==> config.mk <==
export PLATFORM = sky130hd
export DESIGN_NAME = sf3_cfg_cnt
export DESIGN_NICKNAME = d
export VERILOG_FILES = /design/src/rtl/core/sf3_pkg.sv /design/src/rtl/core/sf3_cfg_cnt.sv
export SDC_FILE = /design/constraint.sdc
export NUM_CORES = 1
export LEC_CHECK = 0
export BUFFER_PORTS_ARGS = -buffer_cell sky130_fd_sc_hd__buf_2
export CAP_MARGIN = 20
export CORE_ASPECT_RATIO = 0.75
export CORE_MARGIN = 2
export CORE_UTILIZATION = 35
export DETAILED_ROUTE_END_ITERATION = 10
export PLACE_DENSITY = 0.6
export SETUP_SLACK_MARGIN = 0.1
export SYNTH_ARGS = -nofsm -noshare
export SYNTH_HDL_FRONTEND = slang
export SYNTH_SLANG_ARGS = --single-unit
==> constraint.sdc <==
create_clock -name clk -period 6.77 [get_ports clk]
set_clock_uncertainty 0.1 [all_clocks]
set_input_delay 1.354 -clock clk [delete_from_list [all_inputs] [get_ports clk]]
set_output_delay 1.354 -clock clk [all_outputs]
set_load 0.02 [all_outputs]
==> src/rtl/core/sf3_pkg.sv <==
// shared constants for the 3x3 sharpen filter
// field widths, configuration register codes and reset values
// no dependencies
`default_nettype none

package sf3_pkg;

	// default limits, handed to the top-level parameters
	localparam int DEF_MAX_WIDTH    = 1024;
	localparam int DEF_MAX_CHANNELS = 4;
	localparam int DEF_MAX_HEIGHT   = 2048;

	// payload field widths
	localparam int SAMPLE_W   = 8;
	localparam int ROW_IDX_W  = 11;
	localparam int BYTE_COL_W = 12;

	// configuration register widths
	localparam int IMG_W_BITS = 11;
	localparam int IMG_H_BITS = 12;
	localparam int CH_BITS    = 3;

	// configuration port
	localparam int CFG_IDX_W  = 2;
	localparam int CFG_DATA_W = 12;

	localparam logic [CFG_IDX_W-1:0] REG_IMAGE_WIDTH   = 2'd0;
	localparam logic [CFG_IDX_W-1:0] REG_IMAGE_HEIGHT  = 2'd1;
	localparam logic [CFG_IDX_W-1:0] REG_CHANNEL_COUNT = 2'd2;

	localparam logic [IMG_W_BITS-1:0] RST_IMAGE_WIDTH   = 11'd640;
	localparam logic [IMG_H_BITS-1:0] RST_IMAGE_HEIGHT  = 12'd480;
	localparam logic [CH_BITS-1:0]    RST_CHANNEL_COUNT = 3'd3;

	// smallest legal image dimension and channel count
	localparam int MIN_DIM      = 3;
	localparam int MIN_CHANNELS = 1;

	// saturation limit of the result
	localparam int PIX_MAX = 255;

endpackage

`default_nettype wire

==> src/rtl/core/sf3_cfg_cnt.sv <==
// configuration registers, clamping and raster position counters
// depends on sf3_pkg
`default_nettype none

module sf3_cfg_cnt import sf3_pkg::*; #(
	parameter int MAX_WIDTH    = DEF_MAX_WIDTH,
	parameter int MAX_CHANNELS = DEF_MAX_CHANNELS,
	parameter int MAX_HEIGHT   = DEF_MAX_HEIGHT,
	localparam int AW   = $clog2(MAX_WIDTH * MAX_CHANNELS),
	localparam int RBW  = $clog2(MAX_WIDTH * MAX_CHANNELS + 1),
	localparam int CHW  = $clog2(MAX_CHANNELS + 1),
	localparam int HCLW = $clog2(MAX_HEIGHT + 1),
	localparam int RW   = $clog2(MAX_HEIGHT)
) (
	input  wire logic                  clk,
	input  wire logic                  arst_n,
	input  wire logic                  wr_en,
	input  wire logic [CFG_IDX_W-1:0]  reg_index,
	input  wire logic [CFG_DATA_W-1:0] wr_data,
	input  wire logic                  accept,
	output logic      [AW-1:0]         col,
	output logic      [RW-1:0]         row,
	output logic      [CHW-1:0]        ch,
	output logic      [RBW-1:0]        row_bytes,
	output logic      [HCLW-1:0]       height
);

	localparam int WCLW = $clog2(MAX_WIDTH + 1);

	logic [IMG_W_BITS-1:0] img_w_q;
	logic [IMG_H_BITS-1:0] img_h_q;
	logic [CH_BITS-1:0]    ch_cnt_q;
	logic [AW-1:0]         col_q;
	logic [RW-1:0]         row_q;
	logic [WCLW-1:0]       w_cl;
	logic [RBW-1:0]        col_inc;
	logic [RW:0]           row_inc;

	always_comb begin
		if (img_w_q < IMG_W_BITS'(MIN_DIM)) begin
			w_cl = WCLW'(MIN_DIM);
		end else if (int'(img_w_q) > MAX_WIDTH) begin
			w_cl = WCLW'(MAX_WIDTH);
		end else begin
			w_cl = WCLW'(img_w_q);
		end
		if (img_h_q < IMG_H_BITS'(MIN_DIM)) begin
			height = HCLW'(MIN_DIM);
		end else if (int'(img_h_q) > MAX_HEIGHT) begin
			height = HCLW'(MAX_HEIGHT);
		end else begin
			height = HCLW'(img_h_q);
		end
		if (ch_cnt_q < CH_BITS'(MIN_CHANNELS)) begin
			ch = CHW'(MIN_CHANNELS);
		end else if (int'(ch_cnt_q) > MAX_CHANNELS) begin
			ch = CHW'(MAX_CHANNELS);
		end else begin
			ch = CHW'(ch_cnt_q);
		end
	end

	assign row_bytes = RBW'(w_cl) * RBW'(ch);
	assign col_inc   = RBW'(col_q) + RBW'(1);
	assign row_inc   = (RW+1)'(row_q) + (RW+1)'(1);

	always_ff @(posedge clk or negedge arst_n) begin
		if (!arst_n) begin
			img_w_q  <= RST_IMAGE_WIDTH;
			img_h_q  <= RST_IMAGE_HEIGHT;
			ch_cnt_q <= RST_CHANNEL_COUNT;
			col_q    <= '0;
			row_q    <= '0;
		end else if (wr_en) begin
			// any known register write restarts the frame
			case (reg_index)
				REG_IMAGE_WIDTH: begin
					img_w_q <= wr_data[IMG_W_BITS-1:0];
					col_q   <= '0;
					row_q   <= '0;
				end
				REG_IMAGE_HEIGHT: begin
					img_h_q <= wr_data[IMG_H_BITS-1:0];
					col_q   <= '0;
					row_q   <= '0;
				end
				REG_CHANNEL_COUNT: begin
					ch_cnt_q <= wr_data[CH_BITS-1:0];
					col_q    <= '0;
					row_q    <= '0;
				end
				default: begin
				end
			endcase
		end else if (accept) begin
			if (col_inc >= row_bytes) begin
				col_q <= '0;
				if (row_inc >= (RW+1)'(height)) begin
					row_q <= '0;
				end else begin
					row_q <= row_inc[RW-1:0];
				end
			end else begin
				col_q <= col_inc[AW-1:0];
			end
		end
	end

	assign col = col_q;
	assign row = row_q;

endmodule

`default_nettype wire

# Word-level counts from Yosys, hierarchy flattened
# Index checks and enable logic that the tools add are counted.
# word_totals
word_cells,43
inputBits,18
ff_bits,49
# classes
mux,15
mul,1
n_lt_le_gt_ge,8
eq_ne,3
addsub,2
n_reduce_logical,9
# ops
cell,n
$mux W11,7
$mux W12,6
$add A12 B1 Y13 const B,1
$ge A13 B13 Y1,1
$mul A11 B3 Y13,1
$add A11 B1 Y12 const B,1
$ge A12 B12 Y1,1
$gt A12 B12 Y1 const B,1
$lt A12 B2 Y1 const B,1
$gt A11 B11 Y1 const B,1
$lt A11 B2 Y1 const B,1
$reduce_and A2 Y1,4
$mux W3,2
$reduce_bool A2 Y1,2
$gt A3 B3 Y1 const B,1
$lt A3 B1 Y1 const B,1
$reduce_and A3 Y1,1
$reduce_or A3 Y1,1
$eq A2 B1 Y1 const B,1
$eq A2 B2 Y1 const B,1
$logic_not A2 Y1,1
$ne A2 B2 Y1 const B,1

# Longest topological paths before layout
# Gate-level depths: netlist of run 1.
# logic_depth
depth_word,8
mapped_depth,23
mapped_depth_nobuf,21

# Worst setup path before layout of run 1
# OpenSTA, ideal clock, no wires.
# synth_path
kind,reg2out
from,register img_w_q[4]
to,output port row_bytes[11]
required_time_ns,5.316
t_arrival_ns,3.724
stages_incl_launch_ff,16
path_buffers,1
setup_slack_ns,1.592
cell_sequence,dfrtp_1 nor4_1 nand2_1 o31a_1 nor2b_1 clkbuf_1 nand2_1 fa_1 inv_1 ha_1 a21o_1 a21oi_1 o211ai_1 a31o_2 a21o_1 xor2_1
# synth_via
elab_chain_len,4
elab_cells_between_ends,5
classes_between,1 x mul; 2 x order compare; 2 x mux
# synth_lines
item,line,text
start: declaration,sf3_cfg_cnt.sv:30,logic [IMG_W_BITS-1:0] img_w_q;
start signal: assignment,sf3_cfg_cnt.sv:78,img_w_q <= wr_data[IMG_W_BITS-1:0];
$gt A11 B11 Y1,sf3_cfg_cnt.sv:42,end else if (int'(img_w_q) > MAX_WIDTH) begin
$mux W11,sf3_cfg_cnt.sv:42,
$mux W11 *,sf3_cfg_cnt.sv:40,if (img_w_q < IMG_W_BITS'(MIN_DIM)) begin
$mul A11 B3 Y13 *,sf3_cfg_cnt.sv:63,assign row_bytes = RBW'(w_cl) * RBW'(ch);
end: declaration,sf3_cfg_cnt.sv:24,"output logic [RBW-1:0] row_bytes,"
# Every way passes the cells marked *; elsewhere a longest branch is shown, timed or not.

# Worst setup path in the final report of run 1
# Same ends and word-level chain as after synthesis.

==> key figures, run 1 <==
Synthesis
  • Synth Area in Compound Gates: 0.137
  • Ys flop type: dfrtp_1
  • XOR/XNOR Fraction of Synth Area: 0.0641
  • Main area contributors after synthesis: dfrtp_1 26%, ha_1 12%, mux2_2 8.0%, dfstp_2 5.3%, fa_1 5.1%
  • Async SR Flop Fraction: 1.00
  • Synth top area share: 0.259
  • Mux cell area share after synthesis: 0.0821
  • Number of synthesized flops with an enable pin: 0
  • Yosys cell types: 53
  • Most frequent cell after synthesis: nand2_1
  • Simple-Gate Fraction of Synth Area: 0.172
  • Syn nets: 488
  • Syn Area/Cell: 9.41 µm²
  • Sequential cell area fraction in the yosys report: 0.312
  • Netlist area before placement: 0.00396 mm²
  • Synth Area in Adders: 0.174
  • Main combinational cell family by area after synthesis: adder cells
  • Post-synth top area cell: dfrtp_1
  • Synth Register Bits: 49
  • Most common library cells after synthesis: 52 x nand2_1, 44 x inv_1, 41 x dfrtp_1
  • Yosys Warn Count: 0
  • Cells after synthesis: 421

Cells and area
  • Final core utilization: 0.418
  • Diode count: 0
  • Area growth syn-to-layout: 15.8%
  • Post-Layout Cell Count: 627
  • Nets: 553
  • Ratio of cells with drive above 1 in the final layout: 0.267
  • Number of fillers in the final layout: 1115

Timing
  • Max-slew violation count: 0
  • Relative slew slack: 0.496
  • Setup ws final: 0.825 ns
  • Final min period: 5.94 ns
  • Max frequency: 168 MHz
  • Final hold violation count: 0
  • Final critical-path share of the clock period: 0.878
  • Final setup viols: 0
  • Setup_tns: 0 ns
  • Worst-Margin Slew: 0.752 ns
  • RSZ-0062 raised after global routing: no

Global routing
  • Gr usage total: 0.171
  • Total gr overflow: 0
  • Largest net degree at the start of global routing: 50
  • Vias in the first global route: 3172
  • First-pass GRT wire length: 16400 µm
  • Antenna violations before repair: 0

Floorplan
  • Die Y: 96.1 µm
  • Die Area: 0.0122 mm²
  • Die X: 127 µm
  • IO Pins: 69
  • Starting density of the core: 0.361
  • Area of the core: 0.0110 mm²
  • Site row count: 33

Pwr
  • Clk pwr share: 0.213
  • Cell Int Power: 717 µW
  • Peak VDD IR: 0.122 mV
  • Register share of total power: 0.324
  • Net Switching: 526 µW
  • Comb power frac: 0.462
  • Switching share of power: 0.423
  • Pwr dens: 271 mW/mm²
  • P_leak: 2.46 nW

Hold path
  • Worst Min Path Start: img_h_q[1]$_DFFE_PN0P_
  • Hold Crit Class: register to register
  • Hold endpoint: img_h_q[1]$_DFFE_PN0P_
  • Cell count of the worst hold path: 1

Critical path
  • FF-to-FF End: row[0]$_DFFE_PN0P_
  • Worst reg2reg path depth: 20
  • Endpoint type of the worst setup path: output pin
  • Required time of the critical path: 5.32 ns
  • Setup Crit Path Kind: register to output pin
  • CP Max Fanout: 8
  • Startpoint types: register
  • R2R Setup Slk: 0.97 ns
  • Crit Reg-Reg Startpoint: img_w_q[4]$_DFFE_PN0P_
  • Critical path data arrival time: 4.49 ns

Drt
  • Via Count: 3254
  • 1st-iter DRT viols: 203
  • Final WL: 10000 µm
  • Drc violations: 0
  • Post-DR wirelength/cell: 16.0 µm
  • TritonRoute pass-1 iters: 4
  • DRT antenna net count: 0
  • Vias per cell: 5.19

Clock tree
  • Post-CTS Setup Inserts: 0
  • Num CTS Buffers: 5
  • Root Driver: clkbuf_16
  • Hold-fix buffers, CTS: 0
  • H-tree Lvls: 2
  • CTS tree: yes
  • Clk sinks: 49
  • Clock buffer depth: 2
  • Post-cts resize count: 0
  • Clk Latency, worst-skew pair: 0.30 ns
  • Clock-pin slew on the worst setup and hold paths: 0.07 ns

Flow run
  • Max Cap Viol: 0

Place
  • Dpl ws: 1.02 ns
  • Cell count after placement: 619
  • Port Buffers: 68
  • GPL Wtd Cong: 0.872
  • DP HPWL: 7980 µm

Status
  • Status: finished clean
## routing by layer
metal	track usage	vias to the layer above	wire length, µm
li1	-	1591	-
met1	0.243	1563	5180
met2	0.269	91	4250
met3	0.0361	9	493
met4	0.0375	0	103
met5	0	-	0
## worst max path at each step
stage / startpoint / slack, ns / to
after floorplan: img_w_q[4]$_DFFE_PN0P_ / 1.59 / row_bytes[11]
after global placement: img_w_q[4]$_DFFE_PN0P_ / 1.19 / col[0]$_DFFE_PN0P_
after detailed placement: img_w_q[4]$_DFFE_PN0P_ / 1.02 / col[0]$_DFFE_PN0P_
after CTS: img_w_q[4]$_DFFE_PN0P_ / 0.82 / row_bytes[11]
after global routing: img_w_q[4]$_DFFE_PN0P_ / 0.39 / row_bytes[11]
final: img_w_q[4]$_DFFE_PN0P_ / 0.83 / row_bytes[11]
## power groups by stage
stage	Combinational (mW)	Clock, mW	Sequential, mW
2_1_floorplan	0.403	0	0.406
3_3_place_gp	0.562	0	0.404
3_5_place_dp	0.574	0	0.407
4_1_cts	0.578	0.272	0.402
5_1_grt	0.646	0.287	0.412
6_report	0.574	0.265	0.403
## registers in the layout, summed over array words and instances (netlist names)
register  cells
col          12
img_h_q      12
img_w_q      11
row          11
ch_cnt_q      3
## cell usage in the layout (no fill, tap or decap), types with 13 or more instances in the layout
| cell | count |
|---|---|
| a22o_1 | 14 |
| xor2_1 | 15 |
| xnor2_1 | 14 |
| inv_1 | 44 |
| buf_2 | 68 |
| and2_1 | 13 |
| ha_1 | 39 |
| dfrtp_1 | 41 |
| nand2_1 | 52 |
| mux2_2 | 28 |
## per-stage QoR
step / power, mW / hold WS [ns] / instance area, µm²
3_3_place_gp: 0.967 / 0.422 / 4430
6_report: 1.24 / 0.441 / 4590
3_5_place_dp: 0.981 / 0.426 / 4430
4_1_cts: 1.25 / 0.444 / 4590
2_1_floorplan: 0.809 / 0.402 / 3960
5_1_grt: 1.35 / 0.470 / 4590
## kinds of logic after synthesis
| logic type | Yosys count |
|---|---|
| AO/OA/AOI/OAI | 75 |
| flip-flops | 49 |
| adder cells (fa/ha/maj) | 49 |
| multiplexers | 29 |
| AND/OR/NAND/NOR | 133 |
| XOR/XNOR | 29 |
| buffers and inverters | 57 |
## critical path, cell delays in order (launching register included)
cell and delay [ns]:
dfrtp_1 0.43, nor4_1 0.45, nand2_1 0.10, o31a_1 0.28, nor2b_1 0.40, nand2_1 0.14, fa_1 0.58, inv_1 0.06
ha_1 0.29, a21o_1 0.18, a21oi_1 0.27, o211ai_1 0.17, a31o_2 0.25, a21o_1 0.21, xor2_1 0.19, buf_2 0.20
## final cells by class
cell class	instances	area, µm²	area share
flip-flops and latches	49	1240	0.270
repair buffers	71	363	0.0791
clock buffers	5	125	0.0273
clock inverters	3	28.8	0.00627
well taps	140	175	0.0382
inverters	44	165	0.0360
multi-input cells	315	2490	0.544
(Power assumes the default switching activity.)
==> inputs of run 2 (changes only) <==
--- a/config.mk
+++ b/config.mk
@@ -9,9 +9,9 @@
 export CAP_MARGIN = 20
 export CORE_ASPECT_RATIO = 0.75
 export CORE_MARGIN = 2
-export CORE_UTILIZATION = 35
+export CORE_UTILIZATION = 57
 export DETAILED_ROUTE_END_ITERATION = 10
-export PLACE_DENSITY = 0.6
+export PLACE_DENSITY_LB_ADDON = 0.08
 export SETUP_SLACK_MARGIN = 0.1
 export SYNTH_ARGS = -nofsm -noshare
 export SYNTH_HDL_FRONTEND = slang
==> constraint.sdc (replaced) <==
create_clock -name clk -period 6.77 [get_ports clk]
set_clock_uncertainty 0.1 [all_clocks]
set_input_delay 0.3385 -clock clk [delete_from_list [all_inputs] [get_ports clk]]
set_output_delay 0.3385 -clock clk [all_outputs]
set_load 0.02 [all_outputs]
==> run 2 against run 1 <==
  * Register-to-register slack better by 0.02 ns
  * Total power down 6.5%
  * Sequential power about the same
  * Routed wire length decreased by 9.1%
  * Highest routed layer unchanged
==> key figures, run 2 (same netlist as run 1, synthesis figures left out) <==
Status
  • Status: finished clean

Cells and area
  • Post-Layout Cell Count: 571 (-8.9%)
  • Commonest non-fill, non-tap cell in the layout: buf_2
  • Area growth syn-to-layout: 12.6%
  • Final core utilization: 0.659 (+0.242)
  • Finished Cell Area: 0.00446 mm² (-2.8%)
  • Most frequent cells in the layout: 68 x buf_2, 52 x nand2_1, 44 x inv_1
  • Nets: 553 (unchanged)
  • Number of fillers in the final layout: 588 (-47%)
  • Ratio of cells with drive above 1 in the final layout: 0.267 (unchanged)
  • Diode count: 0 (unchanged)

Critical path
  • Required time of the critical path: 6.92 ns (+1.60 ns)
  • Critical Path Start: img_w_q[6]$_DFFE_PN0P_
  • Endpoint type of the worst setup path: register
  • Crit Reg-Reg Startpoint: img_w_q[6]$_DFFE_PN0P_
  • CP Max Fanout: 15 (+7)
  • Setup Crit Path Kind: register to register
  • Critical path data arrival time: 5.93 ns (+1.44 ns)
  • Startpoint types: register

Clock tree
  • Clk sinks: 49 (unchanged)
  • Num CTS Buffers: 5 (unchanged)
  • H-tree Lvls: 2 (unchanged)
  • Hold-fix buffers, CTS: 0 (unchanged)
  • Clock-pin slew on the worst setup and hold paths: 0.11 ns (+0.04 ns)
  • Post-CTS Setup Inserts: 0 (unchanged)
  • Post-cts resize count: 0 (unchanged)
  • Root Driver: clkbuf_8
  • CTS tree: yes
  • Clock buffer depth: 2 (unchanged)
  • Clk Latency, worst-skew pair: 0.31 ns (about the same)

Drt
  • Vias per cell: 5.68 (+9.4%)
  • Drc violations: 0 (unchanged)
  • Post-DR wirelength/cell: 16.0 µm (-0.14%)
  • TritonRoute pass-1 iters: 4 (unchanged)
  • Via Count: 3241 (-0.40%)
  • Final WL: 9120 µm (-9.1%)
  • DRT antenna net count: 0 (unchanged)
  • 1st-iter DRT viols: 128 (-37%)

Pwr
  • Pwr dens: 261 mW/mm² (-3.8%)
  • Peak VDD IR: 0.150 mV (+22%)
  • Power Total: 1.16 mW (-6.5%)
  • P_leak: 2.43 nW (-1.0%)

Global routing
  • Vias in the first global route: 3152 (-0.63%)
  • Gr usage total: 0.255 (+0.0845)
  • First-pass GRT wire length: 15800 µm (-3.9%)
  • Total gr overflow: 0 (unchanged)
  • Antenna violations before repair: 0 (unchanged)
  • Largest net degree at the start of global routing: 50 (unchanged)

Floorplan
  • Die Area: 0.00764 mm² (-37%)
  • Die Y: 76.2 µm (-21%)
  • Area of the core: 0.00677 mm² (-38%)
  • Site row count: 26 (-21%)
  • Die X: 100 µm (-21%)
  • IO Pins: 69 (unchanged)
  • Starting density of the core: 0.585 (+0.225)

Flow run
  • Max Cap Viol: 0 (unchanged)

Timing
  • Final hold violation count: 0 (unchanged)
  • Max-slew violation count: 0 (unchanged)
  • Hold slack: 0.0291 ns (-0.412 ns)
  • Setup ws final: 0.988 ns (+0.162 ns)
  • Max frequency: 173 MHz (+2.8%)
  • Setup_tns: 0 ns (unchanged)
  • Relative slew slack: 0.525 (+0.0287)
  • Worst-Margin Slew: 0.709 ns (-0.0428 ns)
  • Final min period: 5.78 ns (-0.162 ns)
  • Final setup viols: 0 (unchanged)
  • RSZ-0062 raised after global routing: no
  • Final critical-path share of the clock period: 0.854 (-0.0240)

Place
  • DP HPWL: 7250 µm (-9.1%)
  • GPL Wtd Cong: 0.896 (+2.8%)
  • Placed inst area: 0.00436 mm² (-1.7%)
  • Dpl ws: 1.05 ns (+0.0248 ns)
  • Port Buffers: 68 (unchanged)
  • Cell count after placement: 562 (-9.2%)

Hold path
  • Hold Crit Class: input port to async pin
## run 2: cell counts in the layout (fill, tap and decap cells not counted)
Identical to the previous run, type by type.
## run 2: final timing paths
kind                                           endpoint  slack [ns]  cells after the start
worst max-delay path                 col[0]$_DFFE_PN0P_        0.99                     20
worst min-delay path             img_w_q[4]$_DFFE_PN0P_        0.03                      2
worst max register to register       col[0]$_DFFE_PN0P_        0.99                     20
worst min register to register  img_h_q[10]$_DFFE_PN0P_        0.46                      1
max in group asynchronous           col[10]$_DFFE_PN0P_        6.13                      2
min in group clk                img_h_q[11]$_DFFE_PN0P_        0.15                      2
## run 2: final cells by class
class	count	area (µm²)	area share
Multi-Input combinational cell	315	2490	0.559
Inverter	44	165	0.0370
Timing Repair Buffer	71	363	0.0813
Tap cell	84	105	0.0236
Clock inverter	3	28.8	0.00645
Clock buffer	5	68.8	0.0154
Sequential cell	49	1240	0.277
## run 2: report_power, final
part	leakage (nW)	internal (mW)	switching, mW
sequential	0.613	0.343	0.0599
clock	0.0506	0.0776	0.114
combinational	1.77	0.232	0.335
## run 2: worst max-delay path: stages, from the launching register on
cell and delay, ns:
dfrtp_1 0.47, nor4_1 0.43, nand2_1 0.10, o31a_1 0.29
nor2b_1 0.38, nand2_1 0.15, fa_1 0.58, inv_1 0.06
ha_1 0.28, a21o_1 0.18, a21oi_1 0.26, o211ai_1 0.17
a31o_2 0.25, a21o_1 0.20, xnor2_1 0.13, ha_1 0.31
a21o_1 0.19, a211o_2 0.34, a21o_2 0.29, nor2_1 0.32
mux2_2 0.23
## run 2: per-layer routing
metal,wire (µm),vias up,part of all wire,track usage
met5,0,-,0,0
met4,30,0,0.0033,0.0356
met3,388,2,0.043,0.0440
met2,4170,85,0.46,0.395
met1,4530,1567,0.50,0.386
li1,-,1587,-,-
==> inputs of run 3 (changes only) <==
--- a/config.mk
+++ b/config.mk
@@ -9,7 +9,8 @@
 export CAP_MARGIN = 20
 export CORE_ASPECT_RATIO = 0.75
 export CORE_MARGIN = 2
-export CORE_UTILIZATION = 57
+export CORE_UTILIZATION = 59
+export CTS_BUF_LIST = sky130_fd_sc_hd__clkbuf_2
 export DETAILED_ROUTE_END_ITERATION = 10
 export PLACE_DENSITY_LB_ADDON = 0.08
 export SETUP_SLACK_MARGIN = 0.1
==> run 3 against run 2 <==
  * Die area fell by 3.2%
  * Non-clock buffer count is 6 higher
  * Via count grew 1.4%
  * Critical path depth is the same
  * First-iteration DRC count up 0.78%
  * Hold slack improved by 0.013 ns
  * Maximum frequency is 1.2% lower
  * Largest cell class unchanged
  * Largest power group unchanged
==> key figures, run 3 (same netlist as run 1, synthesis figures left out) <==
Timing
  • RSZ-0062 raised after global routing: no
  • Worst-Margin Slew: 0.901 ns (+0.192 ns)
  • Final min period: 5.85 ns (+0.0673 ns)
  • Relative slew slack: 0.384 (-0.141)
  • Hold slack: 0.0424 ns (+0.0133 ns)
  • Final hold violation count: 0 (unchanged)
  • Max-slew violation count: 0 (unchanged)
  • Final setup viols: 0 (unchanged)
  • Setup_tns: 0 ns (unchanged)
  • Final critical-path share of the clock period: 0.864 (+0.00994)
  • Max frequency: 171 MHz (-1.2%)

Critical path
  • Endpoint type of the worst setup path: register
  • Setup Crit Path Kind: register to register
  • Worst reg2reg path depth: 20 (unchanged)
  • FF-to-FF End: col[0]$_DFFE_PN0P_
  • CP Max Fanout: 15 (unchanged)
  • Crit-path cells: nor4_1 -> nand2_1 -> o31a_1 -> nor2b_1 -> nand2_1 -> fa_1 -> inv_1 -> ha_1 -> a21o_1 -> a21oi_1 -> o211ai_1 -> a31o_2 -> a21o_1 -> xnor2_1 -> ha_1 -> a21o_1 -> a211o_2 -> a21o_2 -> nor2_1 -> mux2_2
  • Critical path data arrival time: 6.16 ns (+0.23 ns)
  • R2R Setup Slk: 0.92 ns (-0.07 ns)
  • Startpoint types: register
  • Most used cell, CP: a21o_1
  • Family with the most delay on the worst path: compound AO/OA/AOI/OAI gates
  • Required time of the critical path: 7.08 ns (+0.16 ns)
  • Crit Reg-Reg Startpoint: img_w_q[2]$_DFFE_PN0P_
  • CP Buf/Inv Count: 1 (unchanged)
  • Slowest cell on the critical path: fa_1
  • Max stage delay on crit path: 0.59 ns (about the same)

Clock tree
  • Clock-pin slew on the worst setup and hold paths: 0.26 ns (+0.15 ns)
  • Clk sinks: 49 (unchanged)
  • Num CTS Buffers: 5 (unchanged)
  • Clock buffer depth: 2 (unchanged)
  • Clk Latency, worst-skew pair: 0.44 ns (+0.13 ns)
  • Post-CTS Setup Inserts: 0 (unchanged)
  • Root Driver: clkbuf_2
  • H-tree Lvls: 2 (unchanged)
  • CTS tree: yes

Cells and area
  • Ratio of cells with drive above 1 in the final layout: 0.264 (-0.00325)
  • Diode count: 0 (unchanged)
  • Multi-input gate area: 0.00249 mm² (unchanged)
  • Post-Layout Cell Count: 574 (+0.53%)
  • Nets: 559 (+1.1%)
  • Most frequent cells in the layout: 68 x buf_2, 52 x nand2_1, 44 x inv_1
  • Number of fillers in the final layout: 520 (-12%)
  • Area taken by flip-flops and latches: 0.00124 mm² (unchanged)
  • Finished Cell Area: 0.00451 mm² (+1.1%)
  • Commonest non-fill, non-tap cell in the layout: buf_2
  • Area growth syn-to-layout: 13.9%

Drt
  • Drc violations: 0 (unchanged)
  • TritonRoute pass-1 iters: 5 (+1)
  • Final WL: 9340 µm (+2.5%)
  • 1st-iter DRT viols: 129 (+0.78%)
  • Via Count: 3287 (+1.4%)
  • Post-DR wirelength/cell: 16.3 µm (+1.9%)
  • Vias per cell: 5.73 (+0.89%)
  • DRT antenna net count: 0 (unchanged)

Global routing
  • Antenna violations before repair: 0 (unchanged)
  • Vias in the first global route: 3177 (+0.79%)
  • Gr usage total: 0.270 (+0.0145)
  • Largest net degree at the start of global routing: 50 (unchanged)
  • Total gr overflow: 0 (unchanged)
  • First-pass GRT wire length: 15800 µm (-0.39%)

Place
  • Port Buffers: 68 (unchanged)
  • DP HPWL: 7330 µm (+1.2%)
  • GPL Wtd Cong: 0.952 (+6.2%)
  • Placed inst area: 0.00436 mm² (about the same)
  • Cell count after placement: 560 (-0.36%)

Hold path
  • Hold Crit Class: input port to register
  • Cell count of the worst hold path: 2
  • Worst Min Path Start: wr_data[4]
  • Hold endpoint: img_h_q[4]$_DFFE_PN0P_

Pwr
  • Cell Int Power: 678 µW (+3.9%)
  • Pwr dens: 261 mW/mm² (+0.24%)
  • Net Switching: 500 µW (-1.9%)
  • Comb power frac: 0.491 (+0.003)
  • Register share of total power: 0.341 (-0.006)
  • Clk pwr share: 0.168 (+0.003)
  • Peak VDD IR: 0.208 mV (+39%)
  • Switching share of power: 0.424 (-0.0139)
  • P_leak: 2.46 nW (+1.1%)

Floorplan
  • IO Pins: 69 (unchanged)
  • Die Area: 0.00739 mm² (-3.2%)
  • Die Y: 75.0 µm (-1.6%)
  • Die X: 98.6 µm (-1.6%)
  • Area of the core: 0.00641 mm² (-5.2%)
  • Site row count: 25 (-3.8%)
  • Starting density of the core: 0.618 (+0.0323)

Status
  • Status: finished clean

Flow run
  • Max Cap Viol: 0 (unchanged)
run 3: changes by cell type in the layout (fill, tap and decap cells not counted):
cell | previous run | this run
clkinv_4 | 1 | 0
clkinv_2 | 0 | 1
clkbuf_8 | 5 | 0
clkbuf_2 | 0 | 5
inv_8 | 1 | 0
dlygate4sd3_1 | 0 | 6
bufinv_16 | 0 | 2
inv_6 | 1 | 0
run 3: cell type report:
cell class	count	share of cell area
Multi-Input combinational cell	315	0.553
Sequential cell	49	0.274
Timing Repair Buffer	77	0.0938
Inverter	44	0.0366
Tap cell	81	0.0225
Clock inverter	3	0.0144
Clock buffer	5	0.00555
run 3: per-stage QoR:
stage	util	setup slack [ns]	total power, mW
finish	0.703	0.920	1.18
CTS	0.699	0.949	1.18
global route	0.703	0.453	1.27
floorplan	-	1.63	0.809
detailed placement	0.680	1.03	0.977
global placement	0.680	1.17	0.963
run 3: worst register-to-register path: stages, from the launching register on:
cell,delay [ns]
dfrtp_1,0.48
nor4_1,0.48
nand2_1,0.09
o31a_1,0.28
nor2b_1,0.40
nand2_1,0.14
fa_1,0.59
inv_1,0.06
ha_1,0.28
a21o_1,0.17
a21oi_1,0.28
o211ai_1,0.17
a31o_2,0.25
a21o_1,0.21
xnor2_1,0.14
ha_1,0.32
a21o_1,0.18
a211o_2,0.34
a21o_2,0.29
nor2_1,0.34
mux2_2,0.23
run 3: power by group through the flow:
stage	registers, mW	clock network [mW]	logic, mW
floorplan	0.406	0	0.403
global placement	0.403	0	0.560
detailed placement	0.405	0	0.573
CTS	0.400	0.200	0.581
global route	0.410	0.210	0.653
finish	0.402	0.198	0.579
run 3: routing by layer:
layer  wire length, µm  vias to the layer above  global-route usage
met1              4640                     1598               0.398
met2              4100                       79               0.429
met4                79                        0              0.0472
li1                  -                     1602                   -
met5                 0                        -                   0
met3               517                        8              0.0492
run 3: worst max path at each step:
stage / from / end / depth (start not counted)
3_5_place_dp: img_w_q[2]$_DFFE_PN0P_ / col[0]$_DFFE_PN0P_ / 20
2_1_floorplan: img_w_q[4]$_DFFE_PN0P_ / col[9]$_DFFE_PN0P_ / 21
4_1_cts: img_w_q[4]$_DFFE_PN0P_ / col[0]$_DFFE_PN0P_ / 20
3_3_place_gp: img_w_q[4]$_DFFE_PN0P_ / col[0]$_DFFE_PN0P_ / 20
6_report: img_w_q[2]$_DFFE_PN0P_ / col[0]$_DFFE_PN0P_ / 20
5_1_grt: img_w_q[2]$_DFFE_PN0P_ / row[0]$_DFFE_PN0P_ / 20
run 3: repair_timing:
action                                 in CTS  in global routing
hold buffers                                3                  3
endpoints found under the hold margin      44                  4
gates resized for setup                     0                  0
